===== src/rtl/core/mo_pkg.sv =====
// Shared constants, types and tables for the mecanum odometry integrator.
`timescale 1ns / 1ps
package mo_pkg;

  localparam int MUL_A_W = 35;
  localparam int MUL_B_W = 32;
  localparam int MUL_P_W = MUL_A_W + MUL_B_W;
  localparam int MUL_CNT_W = $clog2(MUL_B_W);
  localparam int CORDIC_ITERATIONS = 24;
  localparam int ATAN_ENTRIES = 30;
  localparam int CORDIC_STEPS =
    (CORDIC_ITERATIONS < ATAN_ENTRIES) ? CORDIC_ITERATIONS : ATAN_ENTRIES;
  localparam int ITER_W = $clog2(ATAN_ENTRIES);
  localparam int XY_W = 44;
  localparam int Z_W = 34;
  localparam logic [31:0] CORDIC_GAIN_Q32 = 32'd2608131496;

  localparam logic CFG_METERS_PER_PULSE = 1'b0;
  localparam logic CFG_TURN_PER_METER = 1'b1;

  typedef struct packed {
    logic                       start;
    logic signed [MUL_A_W-1:0]  a;
    logic [MUL_B_W-1:0]         b;
  } mul_req_t;

  typedef struct packed {
    logic                       done;
    logic signed [MUL_P_W-1:0]  p;
  } mul_rsp_t;

  function automatic logic [31:0] atan_at(input logic [ITER_W-1:0] i);
    logic [31:0] r;
    unique case (i)
      5'd0:  r = 32'd536870912;
      5'd1:  r = 32'd316933406;
      5'd2:  r = 32'd167458907;
      5'd3:  r = 32'd85004756;
      5'd4:  r = 32'd42667331;
      5'd5:  r = 32'd21354465;
      5'd6:  r = 32'd10679838;
      5'd7:  r = 32'd5340245;
      5'd8:  r = 32'd2670163;
      5'd9:  r = 32'd1335087;
      5'd10: r = 32'd667544;
      5'd11: r = 32'd333772;
      5'd12: r = 32'd166886;
      5'd13: r = 32'd83443;
      5'd14: r = 32'd41722;
      5'd15: r = 32'd20861;
      5'd16: r = 32'd10430;
      5'd17: r = 32'd5215;
      5'd18: r = 32'd2608;
      5'd19: r = 32'd1304;
      5'd20: r = 32'd652;
      5'd21: r = 32'd326;
      5'd22: r = 32'd163;
      5'd23: r = 32'd81;
      5'd24: r = 32'd41;
      5'd25: r = 32'd20;
      5'd26: r = 32'd10;
      5'd27: r = 32'd5;
      5'd28: r = 32'd3;
      5'd29: r = 32'd1;
      default: r = 32'd0;
    endcase
    return r;
  endfunction

endpackage


===== src/rtl/core/mo_mul.sv =====
// Bit-serial signed by unsigned shift-add multiplier.
`timescale 1ns / 1ps
module mo_mul (
  input  logic             clk,
  input  logic             rst,
  input  mo_pkg::mul_req_t req,
  output mo_pkg::mul_rsp_t rsp
);
  import mo_pkg::*;

  logic signed [MUL_P_W-1:0] acc;
  logic signed [MUL_P_W-1:0] mcand;
  logic [MUL_B_W-1:0]        mplier;
  logic [MUL_CNT_W-1:0]      cnt;
  logic                      busy;
  logic                      done;

  always_ff @(posedge clk) begin
    if (rst) begin
      busy <= 1'b0;
      done <= 1'b0;
      cnt  <= '0;
    end else begin
      done <= 1'b0;
      if (req.start) begin
        busy   <= 1'b1;
        cnt    <= '0;
        acc    <= '0;
        mcand  <= MUL_P_W'(req.a);
        mplier <= req.b;
      end else if (busy) begin
        if (mplier[0]) begin
          acc <= acc + mcand;
        end
        mcand  <= mcand <<< 1;
        mplier <= mplier >> 1;
        cnt    <= cnt + 1'b1;
        if (cnt == MUL_CNT_W'(MUL_B_W - 1)) begin
          busy <= 1'b0;
          done <= 1'b1;
        end
      end
    end
  end

  assign rsp.done = done;
  assign rsp.p    = acc;

endmodule


===== src/rtl/core/mecanum_odometry_integrator.sv =====
// Top level: mecanum wheel odometry with serial multiplier and CORDIC rotation.
// Flow from accept to m_tvalid: four wheel multiplies, a body step, three more serial
// multiplies (vx gain, vy gain, turn), an angle step, the CORDIC iterations and an output step.
// A new request is taken only in S_IDLE, after the last one leaves S_OUT; one shared multiplier.
// A finished result waits in the output register while the next request is taken.
// Reset (rst, synchronous) clears counts, pose, heading and both registers.
`timescale 1ns / 1ps
module mecanum_odometry_integrator (
  input  logic         clk,
  input  logic         rst,
  input  logic         cfg_we,
  input  logic         cfg_index,
  input  logic [31:0]  cfg_data,
  input  logic         s_tvalid,
  output logic         s_tready,
  // count_front_left, count_wheel_one, count_wheel_two, count_wheel_three
  input  logic [127:0] s_tdata,
  output logic         m_tvalid,
  input  logic         m_tready,
  // pos_x, pos_y, heading
  output logic [95:0]  m_tdata
);
  import mo_pkg::*;

  typedef enum logic [2:0] {
    S_IDLE, S_START, S_WAIT, S_BODY, S_PREP, S_CORDIC, S_OUT
  } state_t;

  state_t state;
  logic [31:0] meters_per_pulse, turn_per_meter;
  logic [31:0] prev [4];
  logic [31:0] diff [4];
  logic signed [31:0] d [4];
  logic signed [33:0] vx, vy;
  logic signed [34:0] vw;
  logic signed [XY_W-1:0] cx, cy;
  logic signed [Z_W-1:0] cz;
  logic [31:0] turn;
  logic [2:0] op;
  logic [ITER_W-1:0] iter;
  logic [31:0] acc_x, acc_y, acc_heading;
  logic out_valid;

  mul_req_t mreq;
  mul_rsp_t mrsp;

  mo_mul u_mul (.clk(clk), .rst(rst), .req(mreq), .rsp(mrsp));

  always_comb begin
    mreq.start = (state == S_START);
    unique case (op)
      3'd0: begin mreq.a = 35'(signed'(diff[0])); mreq.b = meters_per_pulse; end
      3'd1: begin mreq.a = 35'(signed'(diff[1])); mreq.b = meters_per_pulse; end
      3'd2: begin mreq.a = 35'(signed'(diff[2])); mreq.b = meters_per_pulse; end
      3'd3: begin mreq.a = 35'(signed'(diff[3])); mreq.b = meters_per_pulse; end
      3'd4: begin mreq.a = 35'(vx); mreq.b = CORDIC_GAIN_Q32; end
      3'd5: begin mreq.a = 35'(vy); mreq.b = CORDIC_GAIN_Q32; end
      default: begin mreq.a = vw; mreq.b = turn_per_meter; end
    endcase
  end

  logic signed [MUL_P_W-9:0] p_sh8;
  logic signed [31:0] d_sat;
  always_comb begin
    p_sh8 = mrsp.p[MUL_P_W-1:8];
    if (p_sh8 > 59'sd2147483647) d_sat = 32'sh7fffffff;
    else if (p_sh8 < -59'sd2147483648) d_sat = 32'sh80000000;
    else d_sat = p_sh8[31:0];
  end

  logic signed [33:0] s03, s12;
  logic signed [34:0] wsum;
  always_comb begin
    s03 = 34'(d[0]) + 34'(d[3]);
    s12 = 34'(d[1]) + 34'(d[2]);
    wsum = -35'(d[0]) + 35'(d[1]) - 35'(d[2]) + 35'(d[3]);
  end

  logic signed [Z_W-1:0] z0;
  logic big;
  always_comb begin
    z0 = Z_W'(signed'(acc_heading + 32'h20000000));
    big = (z0 > 34'sd1073741824) || (z0 < -34'sd1073741824);
  end

  logic signed [XY_W-1:0] xs, ys;
  logic signed [Z_W-1:0] at;
  always_comb begin
    xs = cx >>> iter;
    ys = cy >>> iter;
    at = Z_W'(atan_at(iter));
  end

  logic signed [XY_W-9:0] fx, fy;
  function automatic logic [31:0] sadd(input logic [31:0] a,
                                       input logic signed [XY_W-9:0] v);
    logic signed [31:0] sv;
    logic signed [32:0] s;
    if (v > 36'sd2147483647) sv = 32'sh7fffffff;
    else if (v < -36'sd2147483648) sv = 32'sh80000000;
    else sv = v[31:0];
    s = 33'(signed'(a)) + 33'(sv);
    if (s > 33'sd2147483647) return 32'h7fffffff;
    else if (s < -33'sd2147483648) return 32'h80000000;
    else return s[31:0];
  endfunction
  always_comb begin
    fx = cx[XY_W-1:8];
    fy = cy[XY_W-1:8];
  end

  assign s_tready = (state == S_IDLE);
  assign m_tvalid = out_valid;
  assign m_tdata  = {acc_heading, acc_y, acc_x};

  always_ff @(posedge clk) begin
    if (rst) begin
      state <= S_IDLE;
      meters_per_pulse <= '0;
      turn_per_meter <= '0;
      for (int i = 0; i < 4; i++) prev[i] <= '0;
      acc_x <= '0;
      acc_y <= '0;
      acc_heading <= '0;
      out_valid <= 1'b0;
      op <= '0;
      iter <= '0;
    end else begin
      if (cfg_we) begin
        unique case (cfg_index)
          CFG_METERS_PER_PULSE: meters_per_pulse <= cfg_data;
          CFG_TURN_PER_METER:   turn_per_meter <= cfg_data;
          default: ;
        endcase
      end
      if (out_valid && m_tready && state != S_OUT) out_valid <= 1'b0;
      unique case (state)
        S_IDLE: begin
          if (s_tvalid) begin
            for (int i = 0; i < 4; i++) begin
              diff[i] <= s_tdata[32*i +: 32] - prev[i];
              prev[i] <= s_tdata[32*i +: 32];
            end
            op <= '0;
            state <= S_START;
          end
        end
        S_START: state <= S_WAIT;
        S_WAIT: begin
          if (mrsp.done) begin
            op <= op + 1'b1;
            priority case (1'b1)
              (op < 3'd4): d[op[1:0]] <= d_sat;
              (op == 3'd4): cx <= XY_W'(mrsp.p >>> 24);
              (op == 3'd5): cy <= XY_W'(mrsp.p >>> 24);
              default: turn <= mrsp.p[39:8];
            endcase
            priority if (op == 3'd3) state <= S_BODY;
            else if (op == 3'd6) state <= S_PREP;
            else state <= S_START;
          end
        end
        S_BODY: begin
          vx <= s03 >>> 1;
          vy <= s12 >>> 1;
          vw <= wsum >>> 2;
          state <= S_START;
        end
        S_PREP: begin
          if (big) begin
            cx <= -cx;
            cy <= -cy;
            cz <= (z0 > 0) ? z0 - 34'sd2147483648 : z0 + 34'sd2147483648;
          end else begin
            cz <= z0;
          end
          iter <= '0;
          state <= S_CORDIC;
        end
        S_CORDIC: begin
          if (!cz[Z_W-1]) begin
            cx <= cx - ys;
            cy <= cy + xs;
            cz <= cz - at;
          end else begin
            cx <= cx + ys;
            cy <= cy - xs;
            cz <= cz + at;
          end
          iter <= iter + 1'b1;
          if (iter == ITER_W'(CORDIC_STEPS - 1)) state <= S_OUT;
        end
        S_OUT: begin
          if (!out_valid || m_tready) begin
            acc_x <= sadd(acc_x, fx);
            acc_y <= sadd(acc_y, fy);
            acc_heading <= acc_heading + turn;
            out_valid <= 1'b1;
            state <= S_IDLE;
          end
        end
        default: state <= S_IDLE;
      endcase
    end
  end

endmodule


===== config.mk =====
export PLATFORM = sky130hd
export DESIGN_NAME = mecanum_odometry_integrator
export DESIGN_NICKNAME = d
export VERILOG_FILES = /design/src/rtl/core/mo_pkg.sv /design/src/rtl/core/mo_mul.sv /design/src/rtl/core/mecanum_odometry_integrator.sv
export SDC_FILE = /design/constraint.sdc
export NUM_CORES = 2
export LEC_CHECK = 0
export BUFFER_PORTS_ARGS = -buffer_cell sky130_fd_sc_hd__buf_2
export CORE_MARGIN = 5
export CORE_UTILIZATION = 55
export CTS_BUF_LIST = sky130_fd_sc_hd__clkbuf_4 sky130_fd_sc_hd__clkbuf_8
export CTS_CLUSTER_SIZE = 24
export DETAILED_ROUTE_END_ITERATION = 16
export GPL_TIMING_DRIVEN = 0
export PLACE_DENSITY = 0.78
export SKIP_CTS_REPAIR_TIMING = 1
export SYNTH_ARGS = -nofsm -noshare
export SYNTH_HDL_FRONTEND = slang
export SYNTH_SLANG_ARGS = --single-unit

===== constraint.sdc =====
create_clock -name clk -period 16.75 [get_ports clk]
set_clock_uncertainty 0.05 [all_clocks]
set_input_delay 1.675 -clock clk [delete_from_list [all_inputs] [get_ports clk]]
set_output_delay 1.675 -clock clk [all_outputs]
set_load 0.03 [all_outputs]

==> run summary <==
Synth Instances - 8,045
synth warn - 0
Worst Path Arrival - 11.03 ns
buffers added on ports - 262
Crit path required time - 17.27 ns
total CTS buffers - 173
via count - 70,355
antenna viol nets, final - 0
switch share - 0.397
largest net degree at the start of global routing - 69
#FFs+latches synth - 1,010
Die ar. - 146,000 µm²
Top FF cell, synth - edfxtp_1
I/O pin cnt - 264
crit-path max FO - 10
Seq/Total Area, Yosys - 0.372
placed inst area - 80,000 µm²
failing checks - slew limit
post-synth cell types - 94
htree depth - 4
Tcrit/Tclk final - 0.628
critical path type - flop to flop
Post-synth ARST share - 0
HPWL Detailed - 248 mm
CTS tree - yes
delay of the slowest critical-path stage - 0.94 ns
std cell rows - 136
Max-Cap Viols - 0
top-count cell post-synth - edfxtp_1
crit start category - flop
number of synthesized flops with an enable pin - 801
Mean Syn Cell Area - 9.43 µm²
Worst Hold Class - flop to flop
layout net count - 9,280
vias per cell - 6.71
final hold violation count - 0
most frequent CP cell - buf_2
Place WS - 6.68 ns
Synth top cells by count - edfxtp_1, a21oi_1, nand2_1
die width - 381 µm
Die Ht - 381 µm
Crit path buffers/inverters - 5
final instance area - 83,900 µm²
Combinational Power Share - 0.395
All-Layer GR Usage - 0.422
fraction of layout cells with a size suffix above 1 - 0.109
Congestion Overflow GR - 0
Setup WS post-layout - 6.24 ns
1st-iter DRT viols - 9,124
first-pass GRT wire length - 453 mm
hold slack - 0.410 ns
final core occ - 0.611
CP delay by family, top - compound AO/OA/AOI/OAI gates
final WL - 318 mm
NetSw - 3.90 mW
Power Total - 9.83 mW
critical path's slowest cell - o41ai_1
Core Box Area - 137,000 µm²
status - finished, violations left
number of global-route vias before repair - 67,756
wire per inst - 30.4 µm
CP Capture Type - flop
Routability Congestion - 1.09
Least-Margin Pin Slew - 1.61 ns
Clock Power Share - 0.257
clk_lat worst skew - 0.93 ns
clock slew at reported path FFs - 0.06 ns
synthesized cell area - 75,900 µm²
Max VDD drop - 0.0000996 V
Max clock buf depth - 3
internal cell power - 5.93 mW
setup violators final - 0
max-slew violations - 4
P_leak - 33.1 nW
Post-Layout Cell Count - 10,478
number of fill cells in the layout - 11,288
dpl cells - 10,135
unrepaired setup endpoints after global routing - false
DRT Pass-1 Iters - 10
DRC viols - 0
Min Clock Period, post-route - 10.51 ns
synth top area cells - edfxtp_1, ha_1, dfxtp_1
TritonCTS Sinks - 1,010
PwrDens - 117 nW/µm²
post-synth top area cell - edfxtp_1
Setup TNS - 0 ns
Flop pwr share - 0.348
clk root buf - clkbuf_8
Yosys top cell area share - 0.317
initial core utilization - 0.553
Fmax - 95.1 MHz
initial antenna violation count - 22
Syn-to-layout area delta - 10.5%
max_slew headroom - -0.0713
Mapped Nets - 8,809
-- cells in the final DEF, fill, tap and decap left out, drive strengths merged, types with 24 or more instances in the layout --
master  synthesis  final
o211ai         60     60
or3            60     60
nand2b         90     90
a21oi         736    736
and2          159    159
mux2           75     75
dfxtp         209    209
nand4          60     60
nor3          161    161
inv           348    359
a211oi         99     99
edfxtp        801    801
fa             77     77
mux2i         118    118
a221oi         49     49
o31ai          31     31
clkbuf        347    569
a22oi          25     25
nand2         697    697
o21bai         76     76
nor2          681    681
o21a          138    138
xor2          255    255
clkinv          2     75
nand3         133    133
o22ai          49     49
buf            94    390
a31oi          92     92
xnor2         364    364
and3           61     61
or2            33     33
and4           24     24
nor2b          93     93
nor4           53     53
o21ai         493    493
mux4          139    139
a21o          240    240
ha            521    521
-- final timing paths --
kind / start / to / slack [ns] / depth (start not counted)
worst max-delay path: iter[1]$_SDFFE_PP0N_ / cx[41]$_DFFE_PP_ / 6.24 / 26
worst min-delay path: turn_per_meter[13]$_SDFFE_PP0P_ / turn_per_meter[13]$_SDFFE_PP0P_ / 0.41 / 2
worst min register to register: turn_per_meter[13]$_SDFFE_PP0P_ / turn_per_meter[13]$_SDFFE_PP0P_ / 0.41 / 2
worst max register to register: iter[1]$_SDFFE_PP0N_ / cx[41]$_DFFE_PP_ / 6.24 / 26
-- power by group through the flow --
stage	combinational (mW)	sequential (mW)	clock (mW)
floorplan	2.60	3.37	0
global placement	3.62	3.49	0
detailed placement	3.73	3.46	0
CTS	3.76	3.41	2.53
global route	4.16	3.43	2.65
finish	3.88	3.43	2.52
-- sequential cells by signal (all words and copies together) (netlist names), 34 cells and up --
signal / cells
cz: 34
cy: 44
d: 128
u_mul.mcand: 67
prev: 128
cx: 44
diff: 128
u_mul.acc: 67
-- logic make-up after synthesis --
logic type / count (synthesis) / synth area share
AO/OA/AOI/OAI: 2335 / 0.195
XOR/XNOR: 619 / 0.0714
adder cells (fa/ha/maj): 604 / 0.107
buffers and inverters: 791 / 0.0405
flip-flops: 1010 / 0.372
multiplexers: 332 / 0.0680
AND/OR/NAND/NOR: 2354 / 0.146
-- cell type report --
cell class,count,area (µm²),share of cell area
Clock inverter,102,996,0.0119
Buffer,441,1760,0.0210
Multi-Input combinational cell,6244,44700,0.532
Clock buffer,222,2850,0.0340
Timing Repair Buffer,296,1790,0.0213
Tap cell,1794,2240,0.0268
Antenna cell,19,47.5,0.000567
Inverter,350,1320,0.0157
Sequential cell,1010,28200,0.337
-- per-layer routing --
metal | track usage | wire length, µm
met2 | 0.679 | 144000
met1 | 0.502 | 114000
met3 | 0.0884 | 31100
met4 | 0.305 | 29300
met5 | 0 | 39
-- worst min-delay path, delay by kind of cell, from the launching register on --
family	cells	cell delay [ns]
flip-flops	1	0.31
AO/OA/AOI/OAI	1	0.05
AND/OR/NAND/NOR	1	0.05
(Power assumes the default switching activity.)
